`config.mk`:
```
export PLATFORM = sky130hd
export DESIGN_NAME = torus_neighbor_generator_flat
export DESIGN_NICKNAME = d
export VERILOG_FILES = /design/src/rtl/core/tng_pkg.sv /design/src/rtl/core/tng_ifs.sv /design/src/rtl/core/tng_cfg.sv /design/src/rtl/core/tng_lane.sv /design/src/rtl/core/tng_merge.sv /design/src/rtl/core/torus_neighbor_generator.sv /design/src/flat_wrapper.sv
export SDC_FILE = /design/constraint.sdc
export NUM_CORES = 2
export LEC_CHECK = 0
export BUFFER_PORTS_ARGS = -buffer_cell sky130_fd_sc_hd__buf_2
export CAP_MARGIN = 10
export CORE_ASPECT_RATIO = 0.75
export CORE_MARGIN = 4
export CORE_UTILIZATION = 45
export DETAILED_ROUTE_END_ITERATION = 10
export GPL_TIMING_DRIVEN = 0
export REMOVE_ABC_BUFFERS = 1
export SLEW_MARGIN = 20
export SYNTH_ARGS = -nofsm -noshare
export SYNTH_HDL_FRONTEND = slang
export SYNTH_SLANG_ARGS = --single-unit
```
`constraint.sdc`:
```
create_clock -name i_clk -period 48.8 [get_ports i_clk]
set_input_delay 14.64 -clock i_clk [delete_from_list [all_inputs] [get_ports i_clk]]
set_output_delay 14.64 -clock i_clk [all_outputs]
set_load 0.01 [all_outputs]
```
`src/rtl/core/tng_pkg.sv`:
```
`timescale 1ns / 1ps
// ----------------------------------------------------------------------------
// Torus neighbor generator package
// Shared widths, register indexes and the per-dimension settings type.
// ----------------------------------------------------------------------------
package tng_pkg;

    localparam int DIM_SLOTS = 5;
    localparam int COORD_W   = 4;
    localparam int SIZE_W    = 5;
    localparam int ID_W      = 20;
    localparam int CFG_IDX_W = 3;

    typedef enum logic [CFG_IDX_W-1:0] {
        REG_DIM_SIZE_A = 3'd0,
        REG_DIM_SIZE_B = 3'd1,
        REG_DIM_SIZE_C = 3'd2,
        REG_DIM_SIZE_D = 3'd3,
        REG_DIM_SIZE_E = 3'd4
    } t_reg_idx;

    typedef struct packed {
        logic [SIZE_W-1:0] size;
        logic [ID_W-1:0]   stride;
        logic [ID_W-1:0]   wrap;
        logic              has_minus;
        logic              has_plus;
    } t_lane_cfg;

endpackage

```
`src/rtl/core/tng_ifs.sv`:
```
`timescale 1ns / 1ps
// ----------------------------------------------------------------------------
// Torus neighbor generator channels
// Node request, neighbor result and register write channels.
// ----------------------------------------------------------------------------
interface tng_req_if;
    import tng_pkg::*;

    logic               valid;
    logic               ready;
    logic [COORD_W-1:0] coord_a;
    logic [COORD_W-1:0] coord_b;
    logic [COORD_W-1:0] coord_c;
    logic [COORD_W-1:0] coord_d;
    logic [COORD_W-1:0] coord_e;

    modport source (output valid, coord_a, coord_b, coord_c, coord_d, coord_e, input ready);
    modport sink (input valid, coord_a, coord_b, coord_c, coord_d, coord_e, output ready);
endinterface

interface tng_rsp_if;
    import tng_pkg::*;

    logic            valid;
    logic            ready;
    logic [ID_W-1:0] source_id;
    logic [ID_W-1:0] neighbor_id;
    logic            last;

    modport source (output valid, source_id, neighbor_id, last, input ready);
    modport sink (input valid, source_id, neighbor_id, last, output ready);
endinterface

interface tng_cfg_if;
    import tng_pkg::*;

    logic                 valid;
    logic                 ready;
    logic [CFG_IDX_W-1:0] index;
    logic [SIZE_W-1:0]    data;

    modport source (output valid, index, data, input ready);
    modport sink (input valid, index, data, output ready);
endinterface

```
`src/rtl/core/tng_cfg.sv`:
```
`timescale 1ns / 1ps
// ----------------------------------------------------------------------------
// Torus neighbor generator configuration
// Holds the dimension sizes and derives each dimension's stride and wrap step.
// ----------------------------------------------------------------------------
module tng_cfg #(
    parameter int DIM_COUNT    = 5,
    parameter int MAX_DIM_SIZE = 16
) (
    input  logic               i_clk,
    input  logic               i_rst_n,
    tng_cfg_if.sink            i_cfg,
    output tng_pkg::t_lane_cfg o_lane [DIM_COUNT],
    output logic               o_settled
);
    import tng_pkg::*;

    localparam int SETTLE_CYC = DIM_COUNT + 1;
    localparam int SETTLE_W   = $clog2(SETTLE_CYC + 1);

    logic [SIZE_W-1:0]   r_size [DIM_SLOTS];
    logic [SIZE_W-1:0]   w_eff [DIM_COUNT];
    logic [ID_W-1:0]     r_stride [DIM_COUNT];
    logic [ID_W-1:0]     n_stride [DIM_COUNT];
    logic [ID_W-1:0]     r_wrap [DIM_COUNT];
    logic [SETTLE_W-1:0] r_settle;
    logic                w_wr;

    assign i_cfg.ready = 1'b1;
    assign w_wr        = i_cfg.valid;
    assign o_settled   = (r_settle == '0);

    always_ff @(posedge i_clk) begin
        if (!i_rst_n) begin
            for (int k = 0; k < DIM_SLOTS; k++) begin
                r_size[k] <= SIZE_W'(2);
            end
            r_settle <= SETTLE_W'(SETTLE_CYC);
        end else if (w_wr) begin
            case (i_cfg.index)
                REG_DIM_SIZE_A: r_size[0] <= i_cfg.data;
                REG_DIM_SIZE_B: r_size[1] <= i_cfg.data;
                REG_DIM_SIZE_C: r_size[2] <= i_cfg.data;
                REG_DIM_SIZE_D: r_size[3] <= i_cfg.data;
                REG_DIM_SIZE_E: r_size[4] <= i_cfg.data;
                default: ;
            endcase
            r_settle <= SETTLE_W'(SETTLE_CYC);
        end else if (r_settle != '0) begin
            r_settle <= r_settle - SETTLE_W'(1);
        end
    end

    always_comb begin
        for (int k = 0; k < DIM_COUNT; k++) begin
            if (r_size[k] == '0) begin
                w_eff[k] = SIZE_W'(1);
            end else if (r_size[k] > SIZE_W'(MAX_DIM_SIZE)) begin
                w_eff[k] = SIZE_W'(MAX_DIM_SIZE);
            end else begin
                w_eff[k] = r_size[k];
            end
        end
        for (int k = 0; k < DIM_COUNT - 1; k++) begin
            n_stride[k] = ID_W'(r_stride[k+1] * ID_W'(w_eff[k+1]));
        end
        n_stride[DIM_COUNT-1] = ID_W'(1);
    end

    // The stride chain settles one dimension per cycle after a size change.
    always_ff @(posedge i_clk) begin
        for (int k = 0; k < DIM_COUNT; k++) begin
            r_stride[k] <= n_stride[k];
            r_wrap[k]   <= ID_W'(r_stride[k] * ID_W'(w_eff[k] - SIZE_W'(1)));
        end
    end

    always_comb begin
        for (int k = 0; k < DIM_COUNT; k++) begin
            o_lane[k].size      = w_eff[k];
            o_lane[k].stride    = r_stride[k];
            o_lane[k].wrap      = r_wrap[k];
            o_lane[k].has_minus = (w_eff[k] >= SIZE_W'(2));
            o_lane[k].has_plus  = (w_eff[k] >= SIZE_W'(3));
        end
    end

endmodule

```
`src/rtl/core/tng_lane.sv`:
```
`timescale 1ns / 1ps
// ----------------------------------------------------------------------------
// Torus neighbor generator lane
// Weights one coordinate and forms the minus and plus neighbor ids of its
// dimension.
// ----------------------------------------------------------------------------
module tng_lane (
    input  logic                        i_clk,
    input  logic                        i_en_b,
    input  logic                        i_en_c,
    input  logic                        i_en_d,
    input  logic [tng_pkg::COORD_W-1:0] i_coord,
    input  tng_pkg::t_lane_cfg          i_cfg,
    input  logic [tng_pkg::ID_W-1:0]    i_src,
    output logic [tng_pkg::ID_W-1:0]    o_term,
    output logic [tng_pkg::ID_W-1:0]    o_minus_id,
    output logic [tng_pkg::ID_W-1:0]    o_plus_id
);
    import tng_pkg::*;

    logic [COORD_W-1:0] w_coord;
    logic               w_zero;
    logic               w_top;
    logic [ID_W-1:0]    r_term;
    logic               r_zero_b;
    logic               r_top_b;
    logic               r_zero_c;
    logic               r_top_c;
    logic [ID_W-1:0]    r_minus;
    logic [ID_W-1:0]    r_plus;

    always_comb begin
        if ({1'b0, i_coord} >= i_cfg.size) begin
            w_coord = COORD_W'(i_cfg.size - SIZE_W'(1));
        end else begin
            w_coord = i_coord;
        end
        w_zero = (w_coord == '0);
        w_top  = (({1'b0, w_coord} + SIZE_W'(1)) >= i_cfg.size);
    end

    always_ff @(posedge i_clk) begin
        if (i_en_b) begin
            r_term   <= ID_W'(i_cfg.stride * ID_W'(w_coord));
            r_zero_b <= w_zero;
            r_top_b  <= w_top;
        end
        if (i_en_c) begin
            r_zero_c <= r_zero_b;
            r_top_c  <= r_top_b;
        end
        if (i_en_d) begin
            r_minus <= r_zero_c ? (i_src + i_cfg.wrap) : (i_src - i_cfg.stride);
            r_plus  <= r_top_c ? (i_src - i_cfg.wrap) : (i_src + i_cfg.stride);
        end
    end

    assign o_term     = r_term;
    assign o_minus_id = r_minus;
    assign o_plus_id  = r_plus;

endmodule

```
`src/rtl/core/tng_merge.sv`:
```
`timescale 1ns / 1ps
// ----------------------------------------------------------------------------
// Torus neighbor generator merge
// Collects a node's lane results, issuing one per cycle while o_rsp is ready.
// ----------------------------------------------------------------------------
module tng_merge #(
    parameter int DIM_COUNT = 5
) (
    input  logic                     i_clk,
    input  logic                     i_rst_n,
    input  logic                     i_vld,
    input  logic [tng_pkg::ID_W-1:0] i_src,
    input  logic [tng_pkg::ID_W-1:0] i_ids [2*DIM_COUNT],
    input  logic [2*DIM_COUNT-1:0]   i_mask,
    output logic                     o_ready,
    tng_rsp_if.source                o_rsp
);
    import tng_pkg::*;

    localparam int NRES = 2 * DIM_COUNT;

    logic [ID_W-1:0] r_ids [NRES];
    logic [ID_W-1:0] r_src;
    logic [NRES-1:0] r_mask;
    logic [NRES-1:0] w_sel;
    logic [NRES-1:0] w_rest;
    logic [ID_W-1:0] w_id;
    logic            w_fire;
    logic            w_load;

    always_comb begin
        w_sel  = r_mask & (~r_mask + NRES'(1));
        w_rest = r_mask & ~w_sel;
        w_id   = '0;
        for (int i = 0; i < NRES; i++) begin
            if (w_sel[i]) begin
                w_id = w_id | r_ids[i];
            end
        end
    end

    assign o_rsp.valid       = |r_mask;
    assign o_rsp.source_id   = r_src;
    assign o_rsp.neighbor_id = w_id;
    assign o_rsp.last        = (w_rest == '0);

    assign w_fire  = o_rsp.valid && o_rsp.ready;
    assign o_ready = !(|r_mask) || (w_fire && (w_rest == '0));
    assign w_load  = i_vld && o_ready;

    always_ff @(posedge i_clk) begin
        if (!i_rst_n) begin
            r_mask <= '0;
        end else if (w_load) begin
            r_mask <= i_mask;
        end else if (w_fire) begin
            r_mask <= w_rest;
        end
    end

    always_ff @(posedge i_clk) begin
        if (w_load) begin
            r_src <= i_src;
            for (int i = 0; i < NRES; i++) begin
                r_ids[i] <= i_ids[i];
            end
        end
    end

endmodule

```
`src/rtl/core/torus_neighbor_generator.sv`:
```
`timescale 1ns / 1ps
// ----------------------------------------------------------------------------
// Torus neighbor generator
// A request passes lane weighting, source sum, neighbor and merge registers.
// Throughput: one result per cycle while o_rsp.ready is high, set by the
// single result port of the merge stage.
// Reset: sizes return to 2; requests are held off after reset and after each
// register write while the strides settle.
// ----------------------------------------------------------------------------
module torus_neighbor_generator #(
    parameter int DIM_COUNT    = 5,
    parameter int MAX_DIM_SIZE = 16
) (
    input  logic      i_clk,
    input  logic      i_rst_n,
    tng_req_if.sink   i_req,
    tng_rsp_if.source o_rsp,
    tng_cfg_if.sink   i_cfg
);
    import tng_pkg::*;

    t_lane_cfg          w_lane_cfg [DIM_COUNT];
    logic               w_settled;
    logic [COORD_W-1:0] w_coord [DIM_SLOTS];
    logic [ID_W-1:0]    w_term [DIM_COUNT];
    logic [ID_W-1:0]    w_minus [DIM_COUNT];
    logic [ID_W-1:0]    w_plus [DIM_COUNT];
    logic [ID_W-1:0]    w_ids [2*DIM_COUNT];
    logic [2*DIM_COUNT-1:0] w_mask;
    logic [ID_W-1:0]    w_sum;
    logic [ID_W-1:0]    r_src_c;
    logic [ID_W-1:0]    r_src_d;
    logic               r_vld_b;
    logic               r_vld_c;
    logic               r_vld_d;
    logic               w_rdy_b;
    logic               w_rdy_c;
    logic               w_rdy_d;
    logic               w_merge_rdy;
    logic               w_en_b;
    logic               w_en_c;
    logic               w_en_d;

    tng_cfg #(
        .DIM_COUNT    (DIM_COUNT),
        .MAX_DIM_SIZE (MAX_DIM_SIZE)
    ) u_cfg (
        .i_clk     (i_clk),
        .i_rst_n   (i_rst_n),
        .i_cfg     (i_cfg),
        .o_lane    (w_lane_cfg),
        .o_settled (w_settled)
    );

    assign w_coord[0] = i_req.coord_a;
    assign w_coord[1] = i_req.coord_b;
    assign w_coord[2] = i_req.coord_c;
    assign w_coord[3] = i_req.coord_d;
    assign w_coord[4] = i_req.coord_e;

    assign w_rdy_d     = !r_vld_d || w_merge_rdy;
    assign w_rdy_c     = !r_vld_c || w_rdy_d;
    assign w_rdy_b     = !r_vld_b || w_rdy_c;
    assign i_req.ready = w_rdy_b && w_settled;
    assign w_en_b      = i_req.valid && i_req.ready;
    assign w_en_c      = r_vld_b && w_rdy_c;
    assign w_en_d      = r_vld_c && w_rdy_d;

    always_ff @(posedge i_clk) begin
        if (!i_rst_n) begin
            r_vld_b <= 1'b0;
            r_vld_c <= 1'b0;
            r_vld_d <= 1'b0;
        end else begin
            if (w_rdy_b) begin
                r_vld_b <= w_en_b;
            end
            if (w_rdy_c) begin
                r_vld_c <= r_vld_b;
            end
            if (w_rdy_d) begin
                r_vld_d <= r_vld_c;
            end
        end
    end

    for (genvar k = 0; k < DIM_COUNT; k++) begin : g_lane
        tng_lane u_lane (
            .i_clk      (i_clk),
            .i_en_b     (w_en_b),
            .i_en_c     (w_en_c),
            .i_en_d     (w_en_d),
            .i_coord    (w_coord[k]),
            .i_cfg      (w_lane_cfg[k]),
            .i_src      (r_src_c),
            .o_term     (w_term[k]),
            .o_minus_id (w_minus[k]),
            .o_plus_id  (w_plus[k])
        );
    end

    always_comb begin
        w_sum = '0;
        for (int k = 0; k < DIM_COUNT; k++) begin
            w_sum = w_sum + w_term[k];
        end
        for (int k = 0; k < DIM_COUNT; k++) begin
            w_ids[2*k]      = w_minus[k];
            w_ids[2*k+1]    = w_plus[k];
            w_mask[2*k]     = w_lane_cfg[k].has_minus;
            w_mask[2*k+1]   = w_lane_cfg[k].has_plus;
        end
    end

    always_ff @(posedge i_clk) begin
        if (w_en_c) begin
            r_src_c <= w_sum;
        end
        if (w_en_d) begin
            r_src_d <= r_src_c;
        end
    end

    tng_merge #(
        .DIM_COUNT (DIM_COUNT)
    ) u_merge (
        .i_clk   (i_clk),
        .i_rst_n (i_rst_n),
        .i_vld   (r_vld_d),
        .i_src   (r_src_d),
        .i_ids   (w_ids),
        .i_mask  (w_mask),
        .o_ready (w_merge_rdy),
        .o_rsp   (o_rsp)
    );

endmodule
```
`src/flat_wrapper.sv`:
```
// flat-port wrapper written by rule: the top's interface ports become plain ports
module torus_neighbor_generator_flat import tng_pkg::*;
#(
    parameter int DIM_COUNT    = 5,
    parameter int MAX_DIM_SIZE = 16
)
  (i_clk, i_rst_n, i_req_valid, i_req_coord_a, i_req_coord_b, i_req_coord_c, i_req_coord_d, i_req_coord_e, i_req_ready, o_rsp_valid, o_rsp_source_id, o_rsp_neighbor_id, o_rsp_last, o_rsp_ready, i_cfg_valid, i_cfg_index, i_cfg_data, i_cfg_ready);
  tng_req_if i_req_i ();
  tng_rsp_if o_rsp_i ();
  tng_cfg_if i_cfg_i ();
  input  logic i_clk;
  input  logic i_rst_n;
  input wire logic [$bits(i_req_i.valid)-1:0] i_req_valid;
  input wire logic [$bits(i_req_i.coord_a)-1:0] i_req_coord_a;
  input wire logic [$bits(i_req_i.coord_b)-1:0] i_req_coord_b;
  input wire logic [$bits(i_req_i.coord_c)-1:0] i_req_coord_c;
  input wire logic [$bits(i_req_i.coord_d)-1:0] i_req_coord_d;
  input wire logic [$bits(i_req_i.coord_e)-1:0] i_req_coord_e;
  output wire logic [$bits(i_req_i.ready)-1:0] i_req_ready;
  output wire logic [$bits(o_rsp_i.valid)-1:0] o_rsp_valid;
  output wire logic [$bits(o_rsp_i.source_id)-1:0] o_rsp_source_id;
  output wire logic [$bits(o_rsp_i.neighbor_id)-1:0] o_rsp_neighbor_id;
  output wire logic [$bits(o_rsp_i.last)-1:0] o_rsp_last;
  input wire logic [$bits(o_rsp_i.ready)-1:0] o_rsp_ready;
  input wire logic [$bits(i_cfg_i.valid)-1:0] i_cfg_valid;
  input wire logic [$bits(i_cfg_i.index)-1:0] i_cfg_index;
  input wire logic [$bits(i_cfg_i.data)-1:0] i_cfg_data;
  output wire logic [$bits(i_cfg_i.ready)-1:0] i_cfg_ready;
  assign i_req_i.valid = i_req_valid;
  assign i_req_i.coord_a = i_req_coord_a;
  assign i_req_i.coord_b = i_req_coord_b;
  assign i_req_i.coord_c = i_req_coord_c;
  assign i_req_i.coord_d = i_req_coord_d;
  assign i_req_i.coord_e = i_req_coord_e;
  assign i_req_ready = i_req_i.ready;
  assign o_rsp_valid = o_rsp_i.valid;
  assign o_rsp_source_id = o_rsp_i.source_id;
  assign o_rsp_neighbor_id = o_rsp_i.neighbor_id;
  assign o_rsp_last = o_rsp_i.last;
  assign o_rsp_i.ready = o_rsp_ready;
  assign i_cfg_i.valid = i_cfg_valid;
  assign i_cfg_i.index = i_cfg_index;
  assign i_cfg_i.data = i_cfg_data;
  assign i_cfg_ready = i_cfg_i.ready;
  torus_neighbor_generator #(.DIM_COUNT(DIM_COUNT), .MAX_DIM_SIZE(MAX_DIM_SIZE)) u_core (.i_clk(i_clk), .i_rst_n(i_rst_n), .i_req(i_req_i), .o_rsp(o_rsp_i), .i_cfg(i_cfg_i));
endmodule
```
=== Word-level counts from Yosys, hierarchy flattened ===
Memories as Yosys holds them, arrays and structs flattened.
Index checks and enable logic that the tools add are counted.

* Magnitude comparators: 25
* $add $sub $neg: 41
* Multipliers: 14
* Bitwise logic cells: 19
* Muxes and demuxes: 65
* Equal/unequal tests: 4
* Reductions and logical operators: 32

{| class="wikitable"
|+ Operator list
! operator !! number
|-
| $mux 20 || 20
|-
| $add 20x20->20 || 14
|-
| $sub 20x20->20 || 10
|-
| $or 20x20->20 || 9
|-
| $mul 20x4->20 || 5
|-
| $mul 20x6->20 || 5
|-
| $mul 20x5->20 || 4
|-
| $mux 5 || 15
|-
| $ge 5x2->1 const B || 10
|-
| $sub 5x1->6 const B || 5
|-
| $add 4x1->5 const B || 5
|-
| $ge 4x5->1 || 5
|-
| $ge 5x5->1 || 5
|-
| $gt 5x5->1 const B || 5
|-
| $logic_not 5->1 || 5
|-
| $mux 1 || 23
|-
| $and 10x10->10 || 2
|-
| $logic_not 4->1 || 5
|-
| $mux 10 || 2
|-
| $mux 4 || 5
|-
| $not 10->10 || 2
|-
| $sub 4x1->4 const B || 5
|-
| $add 10x1->10 const B || 1
|-
| $logic_not 10->1 || 1
|-
| other kinds (14) || 32
|}

* Bits in registers: 396
* Memories: 4
* Output and inout port bits: 44
* Input port bits: 33
* RAM bits: 425

{| class="wikitable"
|+ Memory list
! memory !! depth !! bits a word !! rd ports !! clocked after memory_dff !! write ports !! line !! RTL
|-
| u_core.u_merge.r_ids || 10 || 20 || 10 || 0 || 10 || tng_merge.sv:22 || <nowiki>logic [ID_W-1:0] r_ids [NRES];</nowiki>
|-
| u_core.u_cfg.r_stride || 5 || 20 || 5 || 0 || 5 || tng_cfg.sv:23 || <nowiki>logic [ID_W-1:0] r_stride [DIM_COUNT];</nowiki>
|-
| u_core.u_cfg.r_wrap || 5 || 20 || 5 || 0 || 5 || tng_cfg.sv:25 || <nowiki>logic [ID_W-1:0] r_wrap [DIM_COUNT];</nowiki>
|-
| u_core.u_cfg.r_size || 5 || 5 || 5 || 0 || 5 || tng_cfg.sv:21 || <nowiki>logic [SIZE_W-1:0] r_size [DIM_SLOTS];</nowiki>
|}

=== Logic depth before layout (Yosys ltp) ===
* Word-level depth: 22
* Mapped depth: 28
* Mapped depth without buffers: 26

=== Hierarchy ===
A second synthesis with hierarchy kept.

* Cells, all modules: 6663
* Area total of the unflattened synthesis: 65636.7 um2

{| class="wikitable"
|+ Modules (own cells, without submodules)
! module !! area each (um2) !! cells an instance !! instances !! sequential area each (um2)
|-
| tng_lane (u_core.g_lane[2].u_lane ...) || 6877.8 || 762 || 3 || 1921.8
|-
| tng_cfg || 18793.0 || 1967 || 1 || 3593.4
|-
| tng_merge || 8401.8 || 471 || 1 || 6806.5
|-
| tng_lane (u_core.g_lane[0].u_lane) || 6912.9 || 762 || 1 || 1921.8
|-
| tng_lane (u_core.g_lane[1].u_lane) || 6896.6 || 774 || 1 || 1921.8
|-
| torus_neighbor_generator || 3998.8 || 403 || 1 || 1261.2
|}

=== Worst setup path before layout ===
Ideal clock, no wire load.

* Kind: input port to flip-flop
* Start point: in o_rsp_ready
* End point: reg u_core.g_lane[0].u_lane.r_minus[0] (enable)
* Setup time: 1.135 ns
* Data required time: 47.665 ns
* Data arrival time: 30.587 ns
* Path buffers: 0
* Setup slack: 17.078 ns
* Cell stages on the path: 2
* Cells stage by stage: a21oi_1 a21boi_0

* Word-level cells in the longest chain between the ends: 5

{| class="wikitable"
|+ RTL lines
! what !! line !! RTL
|-
| from (decl) || flat_wrapper.sv:24 || <nowiki>input wire logic [$bits(o_rsp_i.ready)-1:0] o_rsp_ready;</nowiki>
|-
| $logic_and 1x1->1 || tng_merge.sv:47 || <nowiki>assign w_fire = o_rsp.valid && o_rsp.ready;</nowiki>
|-
| $logic_and 1x1->1 || tng_merge.sv:48 || <nowiki>assign o_ready = !(|r_mask) || (w_fire && (w_rest == '0));</nowiki>
|-
| $logic_or 1x1->1 || tng_merge.sv:48 ||
|-
| $logic_or 1x1->1 || torus_neighbor_generator.sv:61 || <nowiki>assign w_rdy_d = !r_vld_d || w_merge_rdy;</nowiki>
|-
| $logic_and 1x1->1 || torus_neighbor_generator.sv:67 || <nowiki>assign w_en_d = r_vld_c && w_rdy_d;</nowiki>
|-
| named net u_core.g_lane[0].u_lane.i_en_d || tng_lane.sv:11 || <nowiki>input logic i_en_d,</nowiki>
|-
| to (signal assigned) || tng_lane.sv:53 || <nowiki>r_minus <= r_zero_c ? (i_src + i_cfg.wrap) : (i_src - i_cfg.stride);</nowiki>
|-
| to (decl) || tng_lane.sv:29 || <nowiki>logic [ID_W-1:0] r_minus;</nowiki>
|}

The timed path passes the listed nets, and every way through them passes these cells.
A chain may end at the register's enable or synchronous reset.

=== Final worst setup path ===
* Start point: in o_rsp_ready
* End point: out i_req_ready

* Word-level cells in the longest chain between the ends: 7

{| class="wikitable"
|+ RTL lines
! what !! line !! RTL
|-
| $logic_and 1x1->1 || tng_merge.sv:47 ||
|-
| $logic_and 1x1->1 || tng_merge.sv:48 ||
|-
| $logic_or 1x1->1 || tng_merge.sv:48 ||
|-
| $logic_or 1x1->1 || torus_neighbor_generator.sv:61 ||
|-
| $logic_or 1x1->1 || torus_neighbor_generator.sv:62 || <nowiki>assign w_rdy_c = !r_vld_c || w_rdy_d;</nowiki>
|-
| $logic_or 1x1->1 || torus_neighbor_generator.sv:63 || <nowiki>assign w_rdy_b = !r_vld_b || w_rdy_c;</nowiki>
|-
| $logic_and 1x1->1 || torus_neighbor_generator.sv:64 || <nowiki>assign i_req.ready = w_rdy_b && w_settled;</nowiki>
|-
| to (decl) || flat_wrapper.sv:19 || <nowiki>output wire logic [$bits(i_req_i.ready)-1:0] i_req_ready;</nowiki>
|}

Every way passes these cells.

==> impl_metrics.ini <==
[outcome]
status = finished clean

[critical_path]
r2r-end = u_core.u_cfg.r_wrap[0][57]$_DFF_P_
worstPathMaxFanout = 5
crit_path_start_kind = input port
reg2regPathDepth = 22
r2r-start = u_core.u_cfg.r_size[0][14]$_DFFE_PP_
crit_arrival_ps = 15850
end_kind = primary output
critPathKind = input port to primary output
worstPathRequired_ps = 34160
r2r_slack_ps = 40910

[global_routing]
grt_overflow = 0
grt_max_degree = 85
antenna_found_initial = 9
track_usage_pct = 22.8
grt_pass1_wl_um = 229000
grt_pass1_vias = 38900

[layout]
final_nets = 6565
stdcell_count = 7258
utilization_pct = 50.4
syn_to_final_growth_pct = 10.5
drive_gt1_share_pct = 5.89

[routing]
first_pass_iters = 5
ant_nets = 0
drt_wl_total_um = 147000
vias = 39100
viasPerCell = 5.39
drc = 0
routedWlPerCell_um = 20.3
drtIter0Drc = 2933

[pwr]
ir_drop_mv = 0.0466
p_leak_nw = 27.2
power_density_nw_per_um2 = 45.9

[clock_network]
cts_setup_buffers = 0
insertion_delay_ps = 700
clkTransAtPathRegs_ps = 60
cts_num_sinks = 730
cts-root-buf = clkbuf_16
cts_tree = built
cts_buffers = 78
clk_path_buf_depth = 3
cts_hold_buf = 0
post_cts_resized = 0
htreeDepth = 3

[placement]
gp_congestion = 0.879
portBuffers = 75
place_ws_ps = 18340
hpwl_um = 113000
place_inst = 7106

[floorplanning]
start_util_pct = 45.6
die_w_um = 415
ios = 77
core_area_um2 = 123000
rows = 111
die_area_um2 = 130000
fp.dieH_um = 314

[timing]
worst_pin_slew_ps = 1210
maxSlewViolCount = 0
setup_viol = 0
setup_slack_ps = 18310
period_share_pct = 62.5
relSlewSlack_pct = 19.5
hold_viol_final = 0
timing.hold.ws_ps = 392
min_period_ps = 30490
rsz0062_at_grt = false
worst_clock_skew_ps = 49.6
setup_tns_ps = 0
max_freq_mhz = 32.8

[yosys]
ys_types = 78
synth_async_sr_flop_share_pct = 0
yosysTopAreaCellShare_pct = 30.8
synth.ff_latch_count = 730
synth_commonest_cells = inv_1 (653), ha_1 (599), edfxtp_1 (575)
synthCells = 5457
synth-edff-count = 575
yosys_most_used_dff = edfxtp_1
yosys_warnings = 0
avgSynthCellArea_um2 = 10.3
synth_top_area_cell = edfxtp_1
syn_area_um2 = 56000
seq_area_frac_synth_pct = 36.3
yosys.cell_count.top_type = inv_1
synthTopCellsByArea = edfxtp_1 (31%), fa_1 (14%), ha_1 (13%), dfxtp_1 (5.5%), xnor2_1 (4.5%)

[worst_hold_path]
worstHoldEndpoint = u_core.u_merge.r_ids[2][13]$_DFFE_PP_
holdPathStages = 0
hold_path_class = register to register
hold_path.startpoint = u_core.g_lane[1].u_lane.o_minus_id[13]$_DFFE_PP_

[run]
drv_cap = 0
-- layout by cell type (no fill, tap or decap), drive strengths merged, types with 27 or more instances in the layout --
master / count
inv: 661
ha: 599
edfxtp: 575
nand2: 450
fa: 380
nor2: 329
a21oi: 288
xnor2: 287
and2: 222
o21ai: 221
nor2b: 166
dfxtp: 155
buf: 127
xor2: 105
a21o: 102
nand2b: 100
clkbuf: 99
nor3: 82
nand3: 74
conb: 59
o21a: 48
a22oi: 42
o21bai: 33
and3: 32
mux2i: 27
-- worst max path at each step --
| stage | from | to | slack (ps) | depth (start not counted) |
|---|---|---|---|---|
| after floorplan | o_rsp_ready | u_core.g_lane[0].u_lane.o_minus_id[0]$_DFFE_PP_ | 17080 | 2 |
| after global placement | o_rsp_ready | u_core.g_lane[1].u_lane.o_plus_id[19]$_DFFE_PP_ | 8050 | 3 |
| after detailed placement | o_rsp_ready | i_req_ready | 18340 | 5 |
| after CTS | o_rsp_ready | i_req_ready | 18310 | 5 |
| after global routing | o_rsp_ready | i_req_ready | 18210 | 5 |
| final | o_rsp_ready | i_req_ready | 18310 | 5 |
-- kinds of logic after synthesis --
| group | after synthesis | synth area share, % |
|---|---|---|
| adders and majority gates | 982 | 27.0 |
| xor gates and xnor gates | 393 | 6.17 |
| muxes | 37 | 0.683 |
| buffers and inverters | 826 | 5.54 |
| DFF | 730 | 36.3 |
| other | 2 | 0.0134 |
| AOI/OAI and AO/OA | 945 | 10.7 |
| and+or+nand+nor | 1542 | 13.5 |
-- routing by layer --
layer	global-route usage, %	part of all wire [%]	vias up
met5	0	0.0095	-
met4	4.99	2.1	2
met3	3.02	5.4	171
met2	35.8	44	912
met1	33.6	48	19400
li1	-	-	18700
-- flip-flops by register name, summed over array words and instances (netlist names) --
signal                           count
u_core.u_merge.r_ids               200
u_core.g_lane.u_lane.o_minus_id    100
u_core.g_lane.u_lane.o_plus_id     100
u_core.u_cfg.r_wrap                 86
u_core.g_lane.u_lane.o_term         70
u_core.u_cfg.r_stride               53
u_core.u_cfg.r_size                 25
u_core.r_src_c                      20
u_core.r_src_d                      20
u_core.u_merge.o_rsp.source_id      20
u_core.u_merge.r_mask               10
u_core.g_lane.u_lane.r_top_b         5
u_core.g_lane.u_lane.r_top_c         5
u_core.g_lane.u_lane.r_zero_b        5
u_core.g_lane.u_lane.r_zero_c        5
u_core.u_cfg.r_settle                3
u_core.r_vld_b                       1
u_core.r_vld_c                       1
u_core.r_vld_d                       1
-- cell type report --
type | instances | area [µm²]
Clock inverter | 47 | 623
Clock buffer | 99 | 2070
Timing Repair Buffer | 127 | 1360
Fill cell | 11100 | 61000
Tap cell | 1638 | 2050
Inverter | 658 | 2480
Sequential cell | 730 | 20400
Antenna cell | 1 | 2.50
Multi-Input combinational cell | 3958 | 33000
-- per-stage QoR --
step	area (µm²)	total power, mW
floorplan	55600	1.89
global placement	58000	2.19
detailed placement	59100	2.22
CTS	61800	2.86
global route	61900	3.10
finish	61900	2.84
-- power breakdown --
part / switching [mW] / leakage (nW) / internal (mW) / total (mW)
Combinational: 0.760 / 19.4 / 0.613 / 1.37
Sequential: 0.0881 / 6.49 / 0.754 / 0.842
Clock: 0.269 / 1.28 / 0.356 / 0.624
-- worst max-delay path, cell delays in order --
cell and delay, ps:
buf_2 160, a21oi_1 360, and3_1 410, a21oi_1 120, buf_2 160
No activity file was read; power rests on OpenSTA's default activity.
